**config.mk**
```make
export PLATFORM = sky130hd
export DESIGN_NAME = i2c_master_transfer_sequencer_unit
export DESIGN_NICKNAME = d
export VERILOG_FILES = /design/src/hw/rtl/i2cseq_pkg.sv /design/src/hw/rtl/i2c_master_transfer_sequencer_unit.sv /design/src/hw/rtl/i2cseq_cfg.sv /design/src/hw/rtl/i2cseq_core.sv
export VERILOG_INCLUDE_DIRS = /design/src /design/src/hw/rtl
export SDC_FILE = /design/constraint.sdc
export NUM_CORES = 1
export LEC_CHECK = 0
export BUFFER_PORTS_ARGS = -buffer_cell sky130_fd_sc_hd__buf_2
export CAP_MARGIN = 15
export CELL_PAD_IN_SITES_DETAIL_PLACEMENT = 0
export CELL_PAD_IN_SITES_GLOBAL_PLACEMENT = 1
export CORE_ASPECT_RATIO = 0.75
export CORE_MARGIN = 4
export CORE_UTILIZATION = 40
export CTS_CLUSTER_SIZE = 25
export DETAILED_ROUTE_END_ITERATION = 12
export GPL_ROUTABILITY_DRIVEN = 0
export PLACE_DENSITY = 0.74
export SETUP_SLACK_MARGIN = 0.15
export SLEW_MARGIN = 25
export SYNTH_ARGS = -nofsm -noshare
export SYNTH_HDL_FRONTEND = slang
export SYNTH_SLANG_ARGS = --single-unit
export TNS_END_PERCENT = 5
```
**constraint.sdc**
```tcl
create_clock -name clk -period 4.75 [get_ports clk]
set_input_delay 0.95 -clock clk [delete_from_list [all_inputs] [get_ports clk]]
set_output_delay 0.95 -clock clk [all_outputs]
set_load 0.01 [all_outputs]
```
**src/hw/rtl/i2c_master_transfer_sequencer_unit_macros.svh**
```systemverilog
// Assertion macros shared by the RTL files of the I2C transfer sequencer.
// No dependencies; files that assert include this header by name.
`ifndef I2C_MASTER_TRANSFER_SEQUENCER_UNIT_MACROS_SVH
`define I2C_MASTER_TRANSFER_SEQUENCER_UNIT_MACROS_SVH

// Same-cycle implication, disabled while reset is asserted.
`define I2CSEQ_ASSERT_IMP(label, clk, rst_n, ante, cons) \
    label: assert property (@(posedge clk) disable iff (!rst_n) (ante) |-> (cons)) \
        else $error("i2cseq same-cycle check failed");

// Next-cycle implication, disabled while reset is asserted.
`define I2CSEQ_ASSERT_NEXT(label, clk, rst_n, ante, cons) \
    label: assert property (@(posedge clk) disable iff (!rst_n) (ante) |=> (cons)) \
        else $error("i2cseq next-cycle check failed");

`endif

```
**src/hw/rtl/i2cseq_pkg.sv**
```systemverilog
// Types, codes and defaults for the I2C write-then-read transfer sequencer.
// No dependencies; imported by every module of the block.
`default_nettype none

package i2cseq_pkg;

    // Default parameter values.
    localparam int DEF_MAX_TRANSFER_BYTES = 255;
    localparam int DEF_COUNTER_WIDTH      = 16;

    // Largest count an 8-bit count field can carry.
    localparam int COUNT_FIELD_MAX = 255;

    // Configuration port geometry and reset values.
    localparam int          CFG_ADDR_W      = 3;
    localparam int          CFG_DATA_W      = 32;
    localparam logic [15:0] TIMEOUT_RESET   = 16'd100;
    localparam logic [2:0]  MAX_TRIES_RESET = 3'd3;
    localparam logic [2:0]  TRIES_SAT       = 3'd7;
    localparam logic [15:0] TICK_SAT        = 16'hFFFF;

    // Register index codes (word address bit 2).
    localparam logic REG_TIMEOUT   = 1'b0;
    localparam logic REG_MAX_TRIES = 1'b1;

    // Input item kinds.
    localparam logic [1:0] FUNC_START = 2'd0;
    localparam logic [1:0] FUNC_EVENT = 2'd1;
    localparam logic [1:0] FUNC_TICK  = 2'd2;

    // Ten-bit read restart header: 11110, address bits 9..8, read bit.
    localparam logic [4:0] TEN_BIT_HEADER = 5'b11110;

    typedef enum logic [2:0] {
        PH_IDLE,
        PH_WRITING,
        PH_TENBIT_READ,
        PH_READING,
        PH_RETRY_WAIT
    } phase_t;

    typedef enum logic [2:0] {
        ACT_NONE,
        ACT_LOAD_ADDR,
        ACT_SEND,
        ACT_STOP,
        ACT_ACK,
        ACT_NAK_STOP
    } action_t;

    typedef enum logic [2:0] {
        ERR_NONE,
        ERR_BUS,
        ERR_NAK,
        ERR_OTHER,
        ERR_TIMEOUT
    } err_t;

    typedef struct packed {
        logic [15:0] timeout_ticks;
        logic [2:0]  max_tries;
    } cfg_t;

    typedef struct packed {
        logic [1:0] func;
        logic [9:0] target_address;
        logic [7:0] write_count;
        logic [7:0] read_count;
        logic       flag_master_on_bus;
        logic       flag_slave_on_bus;
        logic       flag_error;
        logic       status_bus_error;
        logic       status_arbitration_lost;
        logic       status_rx_nack;
        logic [7:0] rx_byte;
        logic [7:0] tx_byte;
    } item_t;

    typedef struct packed {
        action_t     action;
        logic [10:0] addr_value;
        logic        ten_bit_enable;
        logic [7:0]  tx_data;
        logic [7:0]  rx_data;
        logic        rx_valid;
        logic        transfer_done;
        logic        transfer_ok;
        err_t        error_kind;
        logic [15:0] bus_error_total;
        logic [15:0] nak_total;
        logic [15:0] other_error_total;
    } res_t;

endpackage

`default_nettype wire

```
**src/hw/rtl/i2c_master_transfer_sequencer_unit.sv**
```systemverilog
// Top level of the I2C write-then-read transfer sequencer: input register,
// result register and configuration port. Depends on i2cseq_pkg, i2cseq_cfg
// and i2cseq_core.
//
//  Channel  Handshake           Content
//  in       in_valid/in_stall   start, bus event or tick with its fields
//  out      out_valid/out_stall one result per accepted item
//  cfg      psel/penable/pready timeout_ticks at 0x0, max_tries at 0x4
//
// An accepted item sits in the input register while the decision logic works
// on it, and the result register loads when the item advances, which waits
// while an offered result is held by out_stall.
// One item per cycle is sustained while out_stall is low.
// in_stall is high only while the input register holds a request and a result
// waits with out_stall high. Reset clears state and counters, restores config.
`default_nettype none

module i2c_master_transfer_sequencer_unit
    import i2cseq_pkg::*;
#(
    parameter int MAX_TRANSFER_BYTES = DEF_MAX_TRANSFER_BYTES,
    parameter int COUNTER_WIDTH      = DEF_COUNTER_WIDTH
)
(
    input  wire logic                  clk,
    input  wire logic                  rst_n,
    // Configuration port
    input  wire logic                  psel,
    input  wire logic                  penable,
    input  wire logic                  pwrite,
    input  wire logic [CFG_ADDR_W-1:0] paddr,
    input  wire logic [CFG_DATA_W-1:0] pwdata,
    output logic      [CFG_DATA_W-1:0] prdata,
    output logic                       pready,
    // Input channel
    input  wire logic                  in_valid,
    output logic                       in_stall,
    input  wire logic [1:0]            func,
    input  wire logic [9:0]            target_address,
    input  wire logic [7:0]            write_count,
    input  wire logic [7:0]            read_count,
    input  wire logic                  flag_master_on_bus,
    input  wire logic                  flag_slave_on_bus,
    input  wire logic                  flag_error,
    input  wire logic                  status_bus_error,
    input  wire logic                  status_arbitration_lost,
    input  wire logic                  status_rx_nack,
    input  wire logic [7:0]            rx_byte,
    input  wire logic [7:0]            tx_byte,
    // Output channel
    output logic                       out_valid,
    input  wire logic                  out_stall,
    output logic      [2:0]            action,
    output logic      [10:0]           addr_value,
    output logic                       ten_bit_enable,
    output logic      [7:0]            tx_data,
    output logic      [7:0]            rx_data,
    output logic                       rx_valid,
    output logic                       transfer_done,
    output logic                       transfer_ok,
    output logic      [2:0]            error_kind,
    output logic      [15:0]           bus_error_total,
    output logic      [15:0]           nak_total,
    output logic      [15:0]           other_error_total
);

    cfg_t  cfg;
    item_t item_in;
    item_t item_reg;
    logic  in_valid_reg, in_valid_next;
    logic  out_valid_reg, out_valid_next;
    res_t  res_comb;
    res_t  res_reg;
    logic  advance;
    logic  take_in;

    i2cseq_cfg u_cfg (
        .clk     (clk),
        .rst_n   (rst_n),
        .psel    (psel),
        .penable (penable),
        .pwrite  (pwrite),
        .paddr   (paddr),
        .pwdata  (pwdata),
        .prdata  (prdata),
        .pready  (pready),
        .cfg     (cfg)
    );

    // Gather the input request.
    assign item_in.func                    = func;
    assign item_in.target_address          = target_address;
    assign item_in.write_count             = write_count;
    assign item_in.read_count              = read_count;
    assign item_in.flag_master_on_bus      = flag_master_on_bus;
    assign item_in.flag_slave_on_bus       = flag_slave_on_bus;
    assign item_in.flag_error              = flag_error;
    assign item_in.status_bus_error        = status_bus_error;
    assign item_in.status_arbitration_lost = status_arbitration_lost;
    assign item_in.status_rx_nack          = status_rx_nack;
    assign item_in.rx_byte                 = rx_byte;
    assign item_in.tx_byte                 = tx_byte;

    // Flow control: the held item moves on when the result slot is free.
    assign advance        = in_valid_reg && (!out_valid_reg || !out_stall);
    assign in_stall       = in_valid_reg && !advance;
    assign take_in        = in_valid && !in_stall;
    assign in_valid_next  = take_in || (in_valid_reg && !advance);
    assign out_valid_next = advance || (out_valid_reg && out_stall);

    i2cseq_core #(
        .MAX_TRANSFER_BYTES (MAX_TRANSFER_BYTES),
        .COUNTER_WIDTH      (COUNTER_WIDTH)
    ) u_core (
        .clk    (clk),
        .rst_n  (rst_n),
        .en     (advance),
        .item   (item_reg),
        .cfg    (cfg),
        .result (res_comb)
    );

    // Valid flags.
    always_ff @(posedge clk or negedge rst_n)
    begin
        if (!rst_n)
        begin
            in_valid_reg  <= 1'b0;
            out_valid_reg <= 1'b0;
        end
        else
        begin
            in_valid_reg  <= in_valid_next;
            out_valid_reg <= out_valid_next;
        end
    end

    // Payload registers.
    always_ff @(posedge clk)
    begin
        if (take_in)
            item_reg <= item_in;
        if (advance)
            res_reg <= res_comb;
    end

    // Result fields.
    assign out_valid         = out_valid_reg;
    assign action            = res_reg.action;
    assign addr_value        = res_reg.addr_value;
    assign ten_bit_enable    = res_reg.ten_bit_enable;
    assign tx_data           = res_reg.tx_data;
    assign rx_data           = res_reg.rx_data;
    assign rx_valid          = res_reg.rx_valid;
    assign transfer_done     = res_reg.transfer_done;
    assign transfer_ok       = res_reg.transfer_ok;
    assign error_kind        = res_reg.error_kind;
    assign bus_error_total   = res_reg.bus_error_total;
    assign nak_total         = res_reg.nak_total;
    assign other_error_total = res_reg.other_error_total;

endmodule

`default_nettype wire

```
**src/hw/rtl/i2cseq_cfg.sv**
```systemverilog
// APB-style configuration registers: timeout in ticks and the try limit.
// Depends on i2cseq_pkg.
`default_nettype none

module i2cseq_cfg
    import i2cseq_pkg::*;
(
    input  wire logic                  clk,
    input  wire logic                  rst_n,
    input  wire logic                  psel,
    input  wire logic                  penable,
    input  wire logic                  pwrite,
    input  wire logic [CFG_ADDR_W-1:0] paddr,
    input  wire logic [CFG_DATA_W-1:0] pwdata,
    output logic      [CFG_DATA_W-1:0] prdata,
    output logic                       pready,
    output cfg_t                       cfg
);

    logic [15:0] timeout_reg;
    logic [15:0] timeout_next;
    logic [2:0]  max_tries_reg;
    logic [2:0]  max_tries_next;
    logic        wr_en;
    logic        reg_sel;

    assign pready  = 1'b1;
    assign wr_en   = psel && penable && pwrite;
    assign reg_sel = paddr[2];

    // Write decode.
    always_comb
    begin
        timeout_next   = timeout_reg;
        max_tries_next = max_tries_reg;
        if (wr_en)
        begin
            unique case (reg_sel)
                REG_TIMEOUT:   timeout_next   = pwdata[15:0];
                REG_MAX_TRIES: max_tries_next = pwdata[2:0];
                default:       timeout_next   = timeout_reg;
            endcase
        end
    end

    // Read decode.
    always_comb
    begin
        unique case (reg_sel)
            REG_TIMEOUT:   prdata = CFG_DATA_W'(timeout_reg);
            REG_MAX_TRIES: prdata = CFG_DATA_W'(max_tries_reg);
            default:       prdata = '0;
        endcase
    end

    // Register storage.
    always_ff @(posedge clk or negedge rst_n)
    begin
        if (!rst_n)
        begin
            timeout_reg   <= TIMEOUT_RESET;
            max_tries_reg <= MAX_TRIES_RESET;
        end
        else
        begin
            timeout_reg   <= timeout_next;
            max_tries_reg <= max_tries_next;
        end
    end

    assign cfg.timeout_ticks = timeout_reg;
    assign cfg.max_tries     = max_tries_reg;

endmodule

`default_nettype wire

```
**src/hw/rtl/i2cseq_core.sv**
```systemverilog
// Transfer state machine, byte counters, retry and timeout logic, and the
// saturating error counters. Depends on i2cseq_pkg and the macros header.
`default_nettype none
`include "i2c_master_transfer_sequencer_unit_macros.svh"

module i2cseq_core
    import i2cseq_pkg::*;
#(
    parameter int MAX_TRANSFER_BYTES = DEF_MAX_TRANSFER_BYTES,
    parameter int COUNTER_WIDTH      = DEF_COUNTER_WIDTH
)
(
    input  wire logic  clk,
    input  wire logic  rst_n,
    input  wire logic  en,
    input  wire item_t item,
    input  wire cfg_t  cfg,
    output res_t       result
);

    localparam int          CLAMP_INT   = (MAX_TRANSFER_BYTES > COUNT_FIELD_MAX) ?
                                          COUNT_FIELD_MAX : MAX_TRANSFER_BYTES;
    localparam logic [7:0]  COUNT_CLAMP = 8'(CLAMP_INT);

    phase_t                   phase_reg, phase_next;
    logic [10:0]              sa_reg, sa_next;
    logic [7:0]               wl_reg, wl_next;
    logic [7:0]               rl_reg, rl_next;
    logic [7:0]               swc_reg, swc_next;
    logic [7:0]               src_reg, src_next;
    logic [2:0]               tries_reg, tries_next;
    logic [15:0]              tick_reg, tick_next;
    logic [COUNTER_WIDTH-1:0] bus_cnt_reg, bus_cnt_next;
    logic [COUNTER_WIDTH-1:0] nak_cnt_reg, nak_cnt_next;
    logic [COUNTER_WIDTH-1:0] oth_cnt_reg, oth_cnt_next;

    logic        is_start, is_event, is_tick, active;
    logic        master_only, slave_only;
    logic        start_idle, start_empty, begin_go;
    logic [7:0]  new_wc, new_rc;
    logic [10:0] new_sa;
    logic [7:0]  begin_wc, begin_rc;
    logic [10:0] begin_sa;
    logic        begin_ten, cur_ten;
    phase_t      begin_phase;
    logic        ev_bad, ev_good_w, ev_good_t, ev_good_r;
    logic [15:0] tick_inc;
    logic        timed_out, fail;
    logic [2:0]  tries_inc;
    logic        last_try;
    logic [7:0]  rl_dec;
    logic [10:0] restart_addr;
    logic        bus_kind, nak_kind;
    logic [31:0] bus_wide, nak_wide, oth_wide;
    logic        rx_act_ok;

    function automatic logic [7:0] clamp_count(input logic [7:0] v);
        return (v > COUNT_CLAMP) ? COUNT_CLAMP : v;
    endfunction

    function automatic logic [COUNTER_WIDTH-1:0] sat_inc(input logic [COUNTER_WIDTH-1:0] c);
        return (c == '1) ? c : c + 1'b1;
    endfunction

    // Item decode.
    assign is_start    = (item.func == FUNC_START);
    assign is_event    = (item.func == FUNC_EVENT);
    assign is_tick     = (item.func == FUNC_TICK);
    assign active      = (phase_reg == PH_WRITING) || (phase_reg == PH_TENBIT_READ) ||
                         (phase_reg == PH_READING);
    assign master_only = item.flag_master_on_bus && !item.flag_slave_on_bus &&
                         !item.flag_error;
    assign slave_only  = !item.flag_master_on_bus && item.flag_slave_on_bus &&
                         !item.flag_error;

    // Start of a transfer and start of an attempt.
    assign new_wc      = clamp_count(item.write_count);
    assign new_rc      = clamp_count(item.read_count);
    assign new_sa      = {item.target_address, 1'b0};
    assign start_idle  = is_start && (phase_reg == PH_IDLE);
    assign start_empty = start_idle && (new_wc == 8'd0) && (new_rc == 8'd0);
    assign begin_go    = (start_idle && !start_empty) ||
                         (is_tick && (phase_reg == PH_RETRY_WAIT));
    assign begin_wc    = start_idle ? new_wc : swc_reg;
    assign begin_rc    = start_idle ? new_rc : src_reg;
    assign begin_sa    = start_idle ? new_sa : sa_reg;
    assign begin_ten   = |begin_sa[10:8];
    assign begin_phase = (begin_wc != 8'd0) ? PH_WRITING :
                         (begin_ten ? PH_TENBIT_READ : PH_READING);

    // Bus event classification.
    assign ev_bad    = is_event &&
                       ((((phase_reg == PH_WRITING) || (phase_reg == PH_TENBIT_READ)) &&
                         !master_only) ||
                        ((phase_reg == PH_READING) && !slave_only));
    assign ev_good_w = is_event && (phase_reg == PH_WRITING) && master_only;
    assign ev_good_t = is_event && (phase_reg == PH_TENBIT_READ) && master_only;
    assign ev_good_r = is_event && (phase_reg == PH_READING) && slave_only;
    assign bus_kind  = item.status_bus_error || item.status_arbitration_lost;
    assign nak_kind  = item.status_rx_nack;

    // Timeout and try accounting.
    assign tick_inc  = (tick_reg == TICK_SAT) ? tick_reg : tick_reg + 16'd1;
    assign timed_out = is_tick && active && (tick_inc >= cfg.timeout_ticks);
    assign fail      = ev_bad || timed_out;
    assign tries_inc = (tries_reg == TRIES_SAT) ? tries_reg : tries_reg + 3'd1;
    assign last_try  = (tries_inc >= cfg.max_tries);

    // Read-part address: the ten-bit form restarts with the short header.
    assign cur_ten      = |sa_reg[10:8];
    assign restart_addr = cur_ten ? {3'b000, TEN_BIT_HEADER, sa_reg[10:9], 1'b1} :
                                    (sa_reg | 11'd1);
    assign rl_dec       = (rl_reg != 8'd0) ? rl_reg - 8'd1 : rl_reg;

    // Next phase.
    always_comb
    begin
        phase_next = phase_reg;
        if (begin_go)
        begin
            phase_next = begin_phase;
        end
        else if (fail)
        begin
            phase_next = last_try ? PH_IDLE : PH_RETRY_WAIT;
        end
        else
        begin
            unique case (phase_reg)
                PH_WRITING:
                begin
                    if (ev_good_w && (wl_reg == 8'd0))
                        phase_next = (rl_reg == 8'd0) ? PH_IDLE : PH_READING;
                end
                PH_TENBIT_READ:
                begin
                    if (ev_good_t)
                        phase_next = PH_READING;
                end
                PH_READING:
                begin
                    if (ev_good_r && (rl_dec == 8'd0))
                        phase_next = PH_IDLE;
                end
                default:
                begin
                    phase_next = phase_reg;
                end
            endcase
        end
    end

    // Result and datapath updates.
    always_comb
    begin
        result       = '0;
        sa_next      = sa_reg;
        wl_next      = wl_reg;
        rl_next      = rl_reg;
        swc_next     = swc_reg;
        src_next     = src_reg;
        tries_next   = tries_reg;
        tick_next    = tick_reg;
        bus_cnt_next = bus_cnt_reg;
        nak_cnt_next = nak_cnt_reg;
        oth_cnt_next = oth_cnt_reg;

        if (start_idle)
        begin
            swc_next   = new_wc;
            src_next   = new_rc;
            sa_next    = new_sa;
            tries_next = 3'd0;
        end

        if (start_empty)
        begin
            wl_next              = 8'd0;
            rl_next              = 8'd0;
            result.transfer_done = 1'b1;
            result.transfer_ok   = 1'b1;
        end

        if (begin_go)
        begin
            wl_next               = begin_wc;
            rl_next               = begin_rc;
            tick_next             = 16'd0;
            result.action         = ACT_LOAD_ADDR;
            result.ten_bit_enable = begin_ten;
            result.addr_value     = ((begin_wc == 8'd0) && !begin_ten) ?
                                    (begin_sa | 11'd1) : begin_sa;
        end

        if (is_tick && active)
        begin
            tick_next = tick_inc;
        end

        // A failed attempt: bad events are classified and counted, timeouts are not counted.
        if (fail)
        begin
            tries_next = tries_inc;
            if (last_try)
                result.transfer_done = 1'b1;
            if (ev_bad)
            begin
                result.action = ACT_STOP;
                if (bus_kind)
                begin
                    bus_cnt_next      = sat_inc(bus_cnt_reg);
                    result.error_kind = ERR_BUS;
                end
                else if (nak_kind)
                begin
                    nak_cnt_next      = sat_inc(nak_cnt_reg);
                    result.error_kind = ERR_NAK;
                end
                else
                begin
                    oth_cnt_next      = sat_inc(oth_cnt_reg);
                    result.error_kind = ERR_OTHER;
                end
            end
            else
            begin
                result.error_kind = ERR_TIMEOUT;
            end
        end

        // Write part: send bytes, then stop or restart for the read part.
        if (ev_good_w)
        begin
            if (wl_reg != 8'd0)
            begin
                wl_next        = wl_reg - 8'd1;
                result.action  = ACT_SEND;
                result.tx_data = item.tx_byte;
            end
            else if (rl_reg == 8'd0)
            begin
                result.action        = ACT_STOP;
                result.transfer_done = 1'b1;
                result.transfer_ok   = 1'b1;
            end
            else
            begin
                result.action     = ACT_LOAD_ADDR;
                result.addr_value = restart_addr;
            end
        end

        if (ev_good_t)
        begin
            result.action     = ACT_LOAD_ADDR;
            result.addr_value = restart_addr;
        end

        // Read part: ack each byte, nak and stop on the last.
        if (ev_good_r)
        begin
            rl_next         = rl_dec;
            result.rx_data  = item.rx_byte;
            result.rx_valid = 1'b1;
            if (rl_dec == 8'd0)
            begin
                result.action        = ACT_NAK_STOP;
                result.transfer_done = 1'b1;
                result.transfer_ok   = 1'b1;
            end
            else
            begin
                result.action = ACT_ACK;
            end
        end

        result.bus_error_total   = bus_wide[15:0];
        result.nak_total         = nak_wide[15:0];
        result.other_error_total = oth_wide[15:0];
    end

    assign bus_wide = 32'(bus_cnt_next);
    assign nak_wide = 32'(nak_cnt_next);
    assign oth_wide = 32'(oth_cnt_next);

    // State registers advance only when an item is processed.
    always_ff @(posedge clk or negedge rst_n)
    begin
        if (!rst_n)
        begin
            phase_reg   <= PH_IDLE;
            sa_reg      <= '0;
            wl_reg      <= '0;
            rl_reg      <= '0;
            swc_reg     <= '0;
            src_reg     <= '0;
            tries_reg   <= '0;
            tick_reg    <= '0;
            bus_cnt_reg <= '0;
            nak_cnt_reg <= '0;
            oth_cnt_reg <= '0;
        end
        else if (en)
        begin
            phase_reg   <= phase_next;
            sa_reg      <= sa_next;
            wl_reg      <= wl_next;
            rl_reg      <= rl_next;
            swc_reg     <= swc_next;
            src_reg     <= src_next;
            tries_reg   <= tries_next;
            tick_reg    <= tick_next;
            bus_cnt_reg <= bus_cnt_next;
            nak_cnt_reg <= nak_cnt_next;
            oth_cnt_reg <= oth_cnt_next;
        end
    end

    // Actions that may carry a received byte.
    assign rx_act_ok = (result.action == ACT_ACK) || (result.action == ACT_NAK_STOP);

    // A finished transfer leaves the sequencer idle.
    `I2CSEQ_ASSERT_NEXT(a_done_goes_idle, clk, rst_n, en && result.transfer_done, phase_reg == PH_IDLE)
    // A failure short of the try limit waits for a retry tick.
    `I2CSEQ_ASSERT_NEXT(a_fail_waits_retry, clk, rst_n, en && fail && !last_try, phase_reg == PH_RETRY_WAIT)
    // Received bytes are only handed over with an ack or a final nak.
    `I2CSEQ_ASSERT_IMP(a_rx_on_read_only, clk, rst_n, en && result.rx_valid, rx_act_ok)

endmodule

`default_nettype wire

```
==> impl_metrics.env, run 1 <==
export IMPL_status="finished, final reports clean"
export IMPL_ios=212
export IMPL_path_cells="and4_1 > nand4_1 > nor4_1 > nor2_1 > nand2_1 > xnor2_1 > ha_1 > nand4_1 > nor4_1 > a32oi_1 > a21oi_1 > buf_4 > nor2_1 > a21o_1 > a32o_1"
export IMPL_ant_nets=0
export IMPL_hpwl_um=20900
export IMPL_clk_latency_ns=0.54
export IMPL_die_area_um2=35030
export IMPL_start_kind="flip-flop"
export IMPL_clockBufferDepth=3
export IMPL_via_per_inst=5.145
export IMPL_arrival_ns=4.56
export IMPL_nNetsFinal=1395
export IMPL_start_util_pct=40.77
export IMPL_drt_iter0_drc=639
export IMPL_ys_seq_area_share_pct=57.79
export IMPL_yosysWarnings=0
export IMPL_critical_path_class="reg -> reg"
export IMPL_h_tree_depth=1
export IMPL_largest_reg_flops=50
export IMPL_mostFrequentLayoutCell="buf_2"
export IMPL_antenna_found_initial=0
export IMPL_p_total_uw=6521
export IMPL_synthTopCellsByArea="edfxtp_1 32%, dfrtp_1 25%, mux2_2 5.7%"
export IMPL_synth_edf_count=135
export IMPL_cellPowerDensity_nw_per_um2=432.8
export IMPL_final_cell_mix="175 x buf_2, 135 x edfxtp_1, 129 x dfrtp_1, 105 x nand2_1, 80 x nor2_1"
export IMPL_synth_top_area_share_pct=31.60
export IMPL_timing_hold_ws_ns=0.4867
export IMPL_rows=56
export IMPL_fin_tns_setup_ns=0
export IMPL_grt_setup_unrepaired="no"
export IMPL_slowest_delay_ns=0.70
export IMPL_grt_max_degree=93
export IMPL_crit_slowest_cell="nor4_1"
export IMPL_root_buffer="clkbuf_16"
export IMPL_netlist_area_um2=12830
export IMPL_wl_per_cell_um=17.09
export IMPL_ys_ff_latch=269
export IMPL_ys_flop_type="edfxtp_1"
export IMPL_max_cap_violations=0
export IMPL_grt_overflow=0
export IMPL_place_port_buffers=176
export IMPL_drc=0
export IMPL_grt_total_usage_pct=16.44
export IMPL_timing_final_ws_setup_ns=0.6148
export IMPL_ctsResizeCount=0
export IMPL_finalSetupViolCount=0
export IMPL_fin_crit_sh_pct=87.06
export IMPL_clk_pin_slew_ns=0.06
export IMPL_core_area_um2=31460
export IMPL_num_vias=8773
export IMPL_synthArstFlopShare_pct=49.81
export IMPL_syn_inst=1091
export IMPL_cts_buffers=29
export IMPL_grt_pass1_wl_um=46950
export IMPL_yosys_area_top_type="edfxtp_1"
export IMPL_areaGrowthSynthToFinish_pct=17.46
export IMPL_cts_tree="yes"
export IMPL_finalHoldViolCount=0
export IMPL_hold_buffers=0
export IMPL_grt_pass1_vias=8503
export IMPL_drive_above_1_share_pct=24.56
export IMPL_ir_worst_vdd_v=0.0002978
export IMPL_fin_crit_ns=4.135
export IMPL_max_slew_margin_pct=36.47
export IMPL_synth_distinct_cells=78
export IMPL_worst_ep_required_time_ns=5.18
export IMPL_diodes=0
export IMPL_finalMaxSlewViolations=0
export IMPL_path_max_fanout=9
export IMPL_worst_setup_path_end_kind="flip-flop"
export IMPL_die_y_um=163.1
export IMPL_postCtsSetupRepairBufs=0
export IMPL_leakage_uw=0.006587
export IMPL_hp_class="reg -> reg"
export IMPL_synth_area_per_cell_um2=11.76
export IMPL_numClockSinks=269
export IMPL_wirelength_um=29140
export IMPL_drt_first_pass_iters=4
export IMPL_fp_dieW_um=214.8
export IMPL_worst_pin_slew_ns=0.9407
export IMPL_fmax_mhz=241.8
export IMPL_post_place_ws_ns=0.6801
export IMPL_skew_ns=0.01280
==> through the flow <==
step	std cells	util [%]	cell area, um2
floorplan	1106	-	12880
global placement	1650	44.79	14090
detailed placement	1650	44.79	14090
CTS	1704	47.86	15060
global route	1705	47.89	15070
finish	1705	47.89	15070
==> kinds of logic (layout without fill, tap and decap cells) <==
family	Yosys count	in the layout	synth area share [%]
adders and majority gates	27	27	2.634
and+or+nand+nor	380	380	14.72
AOI/OAI and AO/OA	160	160	8.672
buffers and inverters	87	280	3.307
other	2	17	0.05855
DFF	269	269	57.79
xor gates and xnor gates	79	79	5.394
muxes	87	87	7.423
==> per-layer routing <==
metal,vias to the layer above,share of wire [%],global-route usage (%)
li1,4307,-,-
met1,4248,51,25.60
met2,182,44,24.33
met3,36,4.2,2.808
met4,0,1.7,3.152
met5,-,0,0
==> final timing paths <==
kind / startpoint / endpoint / slack [ns] / depth (start not counted)
min: in_valid_reg / out_valid / 0.49 / 1
max: u_core.tick_reg[4] / u_core.phase_reg[2] / 0.61 / 15
min in group asynchronous: rst_n / u_core.src_reg[4] / 0.51 / 1
max in group asynchronous: rst_n / u_cfg.timeout_reg[5] / 3.30 / 2
min reg2reg: in_valid_reg / out_valid / 0.49 / 1
max reg2reg: u_core.tick_reg[4] / u_core.phase_reg[2] / 0.61 / 15
==> power breakdown <==
part	total [uW]	leakage [uW]	internal [uW]	switching, uW
clock network	2290	0.000466	1390	900
logic	1200	0.00304	533	662
registers	3040	0.00308	2800	243
total	6520	0.00659	4720	1800
==> Yosys cell counts, types with 3 or more instances <==
| master | n |
|---|---|
| edfxtp_1 | 135 |
| dfrtp_1 | 129 |
| nand2_1 | 105 |
| nor2_1 | 80 |
| mux2_2 | 65 |
| xnor2_1 | 42 |
| nand3_1 | 41 |
| a21oi_1 | 40 |
| nor3_1 | 37 |
| xor2_1 | 37 |
| inv_1 | 36 |
| ha_1 | 27 |
| and2_1 | 23 |
| mux2i_1 | 22 |
| buf_4 | 20 |
| clkbuf_1 | 20 |
| nand4_1 | 18 |
| o21ai_0 | 18 |
| o21ai_1 | 18 |
| a22o_1 | 17 |
| and3_1 | 17 |
| nand2b_1 | 12 |
| a21o_1 | 7 |
| nor4_1 | 7 |
| o21a_1 | 7 |
| o22ai_1 | 7 |
| or3_1 | 7 |
| buf_2 | 6 |
| o31ai_1 | 6 |
| dfstp_2 | 5 |
| or4_1 | 5 |
| a31oi_1 | 4 |
| nor2b_1 | 4 |
| o32ai_1 | 4 |
| a221o_1 | 3 |
| o2111ai_1 | 3 |
| o211ai_1 | 3 |
| or2_1 | 3 |
==> worst max-delay path, delay by kind of cell (launching register included) <==
family	cells	cell delay [ns]
AND/OR/NAND/NOR	8	2.23
adder cells (fa/ha/maj)	1	0.32
XOR/XNOR	1	0.08
AO/OA/AOI/OAI	4	0.74
flip-flops	1	0.48
buffers and inverters	1	0.18
==> final cells by class <==
cell class / count / area [um2]
clock buffers: 35 / 748.2
flip-flops and latches: 269 / 7413
fillers: 2863 / 16390
well taps: 406 / 508.0
inverters: 37 / 141.4
repair buffers: 189 / 988.4
clock inverters: 19 / 215.2
multi-input cells: 750 / 5052
(Power assumes the default switching activity.)
==> run 2: changes to the inputs <==
--- a/config.mk
+++ b/config.mk
@@ -6,6 +6,7 @@
 export SDC_FILE = /design/constraint.sdc
 export NUM_CORES = 1
 export LEC_CHECK = 0
+export ABC_AREA = 1
 export BUFFER_PORTS_ARGS = -buffer_cell sky130_fd_sc_hd__buf_2
 export CAP_MARGIN = 15
 export CELL_PAD_IN_SITES_DETAIL_PLACEMENT = 0
@@ -16,7 +17,7 @@
 export CTS_CLUSTER_SIZE = 25
 export DETAILED_ROUTE_END_ITERATION = 12
 export GPL_ROUTABILITY_DRIVEN = 0
-export PLACE_DENSITY = 0.74
+export PLACE_DENSITY = 0.77
 export SETUP_SLACK_MARGIN = 0.15
 export SLEW_MARGIN = 25
 export SYNTH_ARGS = -nofsm -noshare
==> run 2 against run 1 <==
  * Register-to-register slack better by 0.56 ns
  * Wire length grew 5.6%
  * Fmax is 16% higher
  * Area after synthesis grew 4.0%
  * Cell area grew 3.7%
  * Core utilization down 0.052 points
  * Critical path depth up 7
  * Critical endpoint is now u_core.phase_reg[0]
  * Sequential power rose by 7.6%
  * Flip-flop and latch count unchanged
==> impl_metrics.env, run 2 <==
export IMPL_grt_total_usage_pct=17.00
export IMPL_areaGrowthSynthToFinish_pct=17.08
export IMPL_path_max_fanout=5
export IMPL_p_sw_uw=2589
export IMPL_netlist_area_um2=13350
export IMPL_stdcell_count=2137
export IMPL_clk_pin_slew_ns=0.06
export IMPL_r2r_setup_slack_ns=1.18
export IMPL_ios=212
export IMPL_root_buffer="clkbuf_16"
export IMPL_skew_ns=0.009453
export IMPL_synth_area_per_cell_um2=8.933
export IMPL_max_cap_violations=0
export IMPL_synth_distinct_cells=52
export IMPL_p_int_uw=5124
export IMPL_arrival_ns=4.06
export IMPL_die_y_um=166.2
export IMPL_timing_final_ws_setup_ns=1.179
export IMPL_slowest_delay_ns=0.41
export IMPL_crit_slowest_cell="dfrtp_1"
export IMPL_rows=57
export IMPL_numClockSinks=269
export IMPL_cp_num_buf_inv=2
export IMPL_finalSetupViolCount=0
export IMPL_cts_tree="yes"
export IMPL_status="finished, final reports clean"
export IMPL_fmax_mhz=280.1
export IMPL_hpwl_um=21550
export IMPL_ys_seq_area_share_pct=55.55
export IMPL_netlist_top_cells_count="356 x nand2_1, 214 x inv_1, 144 x o21ai_0"
export IMPL_hold_buffers=0
export IMPL_yosysMostFrequentCell="nand2_1"
export IMPL_wirelength_um=30770
export IMPL_wl_per_cell_um=14.40
export IMPL_drc=0
export IMPL_grt_max_degree=125
export IMPL_nNetsFinal=1790
export IMPL_cellPowerDensity_nw_per_um2=493.6
export IMPL_yosys_area_top_type="edfxtp_1"
export IMPL_grt_pass1_wl_um=50920
export IMPL_yosysWarnings=0
export IMPL_num_vias=10240
export IMPL_antenna_found_initial=1
export IMPL_cts_buffers=30
export IMPL_worst_setup_path_end_kind="flip-flop"
export IMPL_worst_ep_required_time_ns=5.24
export IMPL_final_cell_mix="355 x nand2_1, 213 x inv_1, 175 x buf_2, 144 x o21ai_0, 135 x edfxtp_1"
export IMPL_synthTopCellsByArea="edfxtp_1 30%, dfrtp_1 24%, nand2_1 10%"
export IMPL_grt_overflow=0
export IMPL_cpMostUsedCell="nand2_1"
export IMPL_worst_pin_slew_ns=0.9153
export IMPL_core_area_um2=32660
export IMPL_power_frac_comb_pct=26.5
export IMPL_critical_path_class="reg -> reg"
export IMPL_fin_crit_ns=3.571
export IMPL_fin_tns_setup_ns=0
export IMPL_path_cells="ha_1 > nand3_1 > nor2_1 > inv_1 > nor2_2 > nand3_1 > nor2_2 > inv_1 > nand3_1 > xor2_1 > ha_1 > a21oi_1 > o21ai_0 > a21oi_1 > nand2_1 > nand2_1 > nand2_1 > nor2_1 > nand2_1 > nand2_1 > nand2_1 > nand2_1"
export IMPL_fp_dieW_um=218.9
export IMPL_ir_worst_vdd_v=0.0002466
export IMPL_grt_pass1_vias=9784
export IMPL_dp_cells=2081
export IMPL_postCtsSetupRepairBufs=0
export IMPL_finalMaxSlewViolations=0
export IMPL_critPathTopFamily="simple AND/OR/NAND/NOR gates"
export IMPL_num_fill_cells=3244
export IMPL_seq_power_share_pct=42.4
export IMPL_drt_first_pass_iters=5
export IMPL_clkPwrFrac_pct=31.1
export IMPL_synth_edf_count=135
export IMPL_mostFrequentLayoutCell="nand2_1"
export IMPL_start_kind="flip-flop"
export IMPL_synthArstFlopShare_pct=49.81
export IMPL_p_total_uw=7714
export IMPL_switching_share_pct=33.57
export IMPL_max_slew_margin_pct=38.81
export IMPL_hp_class="in -> async"
export IMPL_ant_nets=0
export IMPL_ys_flop_type="edfxtp_1"
export IMPL_synth_top_area_share_pct=30.37
export IMPL_largest_reg_flops=50
export IMPL_grt_setup_unrepaired="no"
export IMPL_finalHoldViolCount=0
export IMPL_h_tree_depth=1
export IMPL_drive_above_1_share_pct=17.29
export IMPL_ctsResizeCount=0
export IMPL_clk_latency_ns=0.56
export IMPL_clockBufferDepth=3
export IMPL_drt_iter0_drc=805
export IMPL_start_util_pct=40.86
export IMPL_post_place_ws_ns=1.258
export IMPL_die_area_um2=36380
export IMPL_via_per_inst=4.789
export IMPL_fin_crit_sh_pct=75.17
export IMPL_ys_ff_latch=269
export IMPL_diodes=0
export IMPL_place_port_buffers=176
export IMPL_syn_inst=1494
export IMPL_leakage_uw=0.007470
==> run 2: cell types whose count changed after synthesis, sizes merged, moves of 16 or more <==
cell and delta:
a22o -17, mux2 -65, nand2 +256, nand3 +43, nor2 +56, o21ai +127
inv +186, mux2i -22, and3 -16, xnor2 -39
==> run 2: power groups by stage <==
stage / combinational [uW] / sequential [uW] / clock (uW)
final: 2040 / 3270 / 2400
after global routing: 2380 / 3330 / 2590
after CTS: 2060 / 3270 / 2480
after detailed placement: 2050 / 3310 / 0
after global placement: 2010 / 3300 / 0
after floorplan: 1470 / 3290 / 0
==> run 2: kinds of logic (layout without fill, tap and decap cells) <==
group	after synthesis	count (layout)	share of synthesized area, %
compound gates	238	238	9.694
xor+xnor	29	29	2.016
fa+ha+maj	27	27	2.531
buf+inv	280	466	8.840
flops	269	269	55.55
other cells	2	17	0.05627
simple gates	649	649	21.32
==> run 2: through the flow <==
step | instance area, um2 | utilization (%) | hold slack [ns]
2_1_floorplan | 13400 | - | 0.4479
3_3_place_gp | 14590 | 44.68 | 0.4628
3_5_place_dp | 14590 | 44.68 | 0.4675
4_1_cts | 15620 | 47.83 | 0.4231
5_1_grt | 15630 | 47.84 | 0.4480
6_report | 15630 | 47.84 | 0.4026
==> run 2: path summary, 6_finish.rpt <==
kind | cells past startpoint | to | start
worst max register to register | 22 | u_core.phase_reg[0] | u_core.tick_reg[0]
worst min-delay path | 1 | u_core.tick_reg[13] | rst_n
min in group clk | 2 | u_core.src_reg[3] | u_core.src_reg[3]
max in group asynchronous | 2 | u_cfg.max_tries_reg[0] | rst_n
worst min register to register | 2 | u_core.src_reg[3] | u_core.src_reg[3]
worst max-delay path | 22 | u_core.phase_reg[0] | u_core.tick_reg[0]
==> run 2: worst reg2reg max path, delay by kind of cell, from the launching register on <==
kind / cells / cell delay, ns
fa+ha+maj: 2 / 0.48
buf+inv: 2 / 0.22
flops: 1 / 0.41
xor+xnor: 1 / 0.24
compound gates: 3 / 0.44
simple gates: 14 / 1.74
==> run 2: final cells by class <==
class	count	area, um2	share of cell area (%)
clock buffers	37	818.3	5.237
clock inverters	19	212.7	1.361
well taps	442	553.0	3.539
inverters	225	849.6	5.437
multi-input cells	960	4812	30.80
repair buffers	185	967.2	6.189
flip-flops and latches	269	7413	47.44
==> run 2: metal layers <==
metal / share of wire [%] / vias to the layer above / GRT usage, %
li1: - / 5205 / -
met1: 51 / 4756 / 25.95
met2: 42 / 227 / 25.16
met3: 5.7 / 45 / 3.549
met4: 1.6 / 2 / 3.296
met5: 0.042 / - / 0
==> run 3: changes to the inputs <==
==> constraint.sdc (replaced) <==
create_clock -name clk -period 3.5 [get_ports clk]
set_input_delay 0.7 -clock clk [delete_from_list [all_inputs] [get_ports clk]]
set_output_delay 0.7 -clock clk [all_outputs]
set_load 0.01 [all_outputs]
==> run 3 against run 2 <==
  * Non-clock buffer count grew 7
  * Via count barely moved
  * Final cell count rose by 0.19%
  * Highest routed layer is now met4
  * Register-to-register slack got worse by 0.82 ns
  * Critical endpoint unchanged
==> impl_metrics.env, run 3 (synthesized netlist as in run 2, its figures left out) <==
export IMPL_arrival_ns=3.63
export IMPL_placed_area_um2=14630
export IMPL_fin_crit_sh_pct=89.72
export IMPL_final_cell_mix="350 x nand2_1, 212 x inv_1, 175 x buf_2, 141 x o21ai_0, 135 x edfxtp_1"
export IMPL_clk_latency_ns=0.55
export IMPL_critical_path_class="reg -> reg"
export IMPL_multiInputGateArea_um2=4878
export IMPL_cellPowerDensity_nw_per_um2=675.3
export IMPL_via_per_inst=4.779
export IMPL_wl_per_cell_um=14.36
export IMPL_worst_setup_path_end_kind="flip-flop"
export IMPL_leakage_uw=0.007529
export IMPL_numClockSinks=269
export IMPL_timing_final_ws_setup_ns=0.3596
export IMPL_worst_pin_slew_ns=0.7200
export IMPL_path_max_fanout=5
export IMPL_grt_pass1_wl_um=50690
export IMPL_core_area_um2=32660
export IMPL_grt_pass1_vias=9713
export IMPL_max_cap_violations=0
export IMPL_grt_overflow=0
export IMPL_skew_ns=0.009609
export IMPL_finalHoldViolCount=0
export IMPL_p_total_uw=10670
export IMPL_crit_reg2reg_launch="u_core.tick_reg[0]"
export IMPL_switching_share_pct=32.97
export IMPL_drc=0
export IMPL_start_util_pct=40.86
export IMPL_fin_util_pct=48.36
export IMPL_start_kind="flip-flop"
export IMPL_drt_iter0_drc=695
export IMPL_rr_worst_depth=25
export IMPL_post_place_ws_ns=0.1860
export IMPL_fin_tns_setup_ns=0
export IMPL_ios=212
export IMPL_wirelength_um=30750
export IMPL_place_port_buffers=176
export IMPL_power_frac_comb_pct=26.5
export IMPL_h_tree_depth=1
export IMPL_hold_buffers=0
export IMPL_p_int_uw=7150
export IMPL_finalMaxSlewViolations=0
export IMPL_mostFrequentLayoutCell="nand2_1"
export IMPL_drt_first_pass_iters=5
export IMPL_rows=57
export IMPL_drive_above_1_share_pct=18.36
export IMPL_diodes=0
export IMPL_worst_ep_required_time_ns=3.99
export IMPL_finalSetupViolCount=0
export IMPL_grt_total_usage_pct=16.81
export IMPL_ant_nets=0
export IMPL_design_area_um2=15800
export IMPL_cts_buffers=29
export IMPL_grt_setup_unrepaired="yes"
export IMPL_root_buffer="clkbuf_16"
export IMPL_ir_worst_vdd_v=0.0005726
export IMPL_seq_area_um2=7413
export IMPL_grt_max_degree=121
export IMPL_hp_class="in -> async"
export IMPL_antenna_found_initial=0
export IMPL_fmax_mhz=318.4
export IMPL_status="finished, final reports clean"
export IMPL_nNetsFinal=1796
export IMPL_cts_tree="yes"
export IMPL_clk_pin_slew_ns=0.06
export IMPL_die_area_um2=36380
export IMPL_p_sw_uw=3517
export IMPL_fin_crit_ns=3.140
export IMPL_hpwl_um=21510
export IMPL_num_vias=10230
export IMPL_clkPwrFrac_pct=31.9
export IMPL_seq_power_share_pct=41.6
export IMPL_num_fill_cells=3151
export IMPL_fp_dieW_um=218.9
export IMPL_max_slew_margin_pct=51.70
export IMPL_clockBufferDepth=3
export IMPL_areaGrowthSynthToFinish_pct=18.35
export IMPL_die_y_um=166.2
export IMPL_largest_reg_flops=50
export IMPL_crit_start="u_core.tick_reg[0]"
run 3: changes by cell type in the layout (fill, tap and decap cells not counted), sizes merged:
| cell | previous run | this run |
|---|---|---|
| buf | 185 | 192 |
| inv | 222 | 223 |
| clkbuf | 37 | 36 |
| bufinv | 4 | 7 |
| clkinv | 15 | 10 |
| clkinvlp | 3 | 2 |
run 3: layout make-up:
class	count	area share [%]
Clock buffer	36	5.022
Clock inverter	17	1.743
Inverter	225	5.379
Multi-Input combinational cell	960	30.89
Sequential cell	269	46.93
Tap cell	442	3.501
Timing Repair Buffer	192	6.535
run 3: what timing repair did:
action | in CTS | in global routing
setup buffers | 0 | 4
pin swaps | 0 | 7
hold endpoints to repair | 0 | 0
gates resized for setup | 1 | 20
setup endpoints to repair | 3 | 8
run 3: through the flow:
step                      hold WS [ns]  instances
after floorplan                 0.4044       1509
after global routing            0.1508       2141
final                           0.1296       2141
after detailed placement        0.4661       2084
after global placement          0.4559       2084
after CTS                       0.1230       2137
run 3: power by group through the flow:
| stage | sequential (uW) | combinational (uW) | clock [uW] |
|---|---|---|---|
| floorplan | 4460 | 2000 | 0 |
| global placement | 4480 | 2720 | 0 |
| detailed placement | 4490 | 2780 | 0 |
| CTS | 4440 | 2800 | 3500 |
| global route | 4520 | 3280 | 3650 |
| finish | 4440 | 2830 | 3400 |
run 3: path summary, 6_finish.rpt:
check / endpoint / slack, ns
min: u_cfg.timeout_reg[14] / 0.13
max: u_core.phase_reg[0] / 0.36
max reg2reg: u_core.phase_reg[0] / 0.36
max in group asynchronous: u_cfg.max_tries_reg[0] / 2.53
min reg2reg: u_core.sa_reg[8] / 0.48
min in group clk: item_reg[32] / 0.32
run 3: metal layers:
metal	track usage, %	vias up	share of wire [%]
met3	3.421	34	5.3
met5	0	-	0
met4	3.131	0	1.8
met2	24.97	213	42
li1	-	5213	-
met1	25.69	4772	51
run 3: critical path: stages, from the launching register on:
cell and delay, ns:
dfrtp_1 0.37, ha_2 0.19, nand3_1 0.10, nor2_1 0.10, inv_1 0.09, nor2_4 0.17, nand3_2 0.12, nor2_4 0.19
inv_2 0.08, nand3_1 0.07, o21ai_0 0.11, inv_1 0.08, ha_1 0.24, a21oi_1 0.17, nand2_1 0.07, nor2_1 0.12
nand2_2 0.08, nand2_1 0.07, nand2_2 0.06, nand2_2 0.08, nand2_2 0.09, nor2_4 0.13, nand2_2 0.09, nand2_2 0.08
nand2_1 0.06, nand2_1 0.05
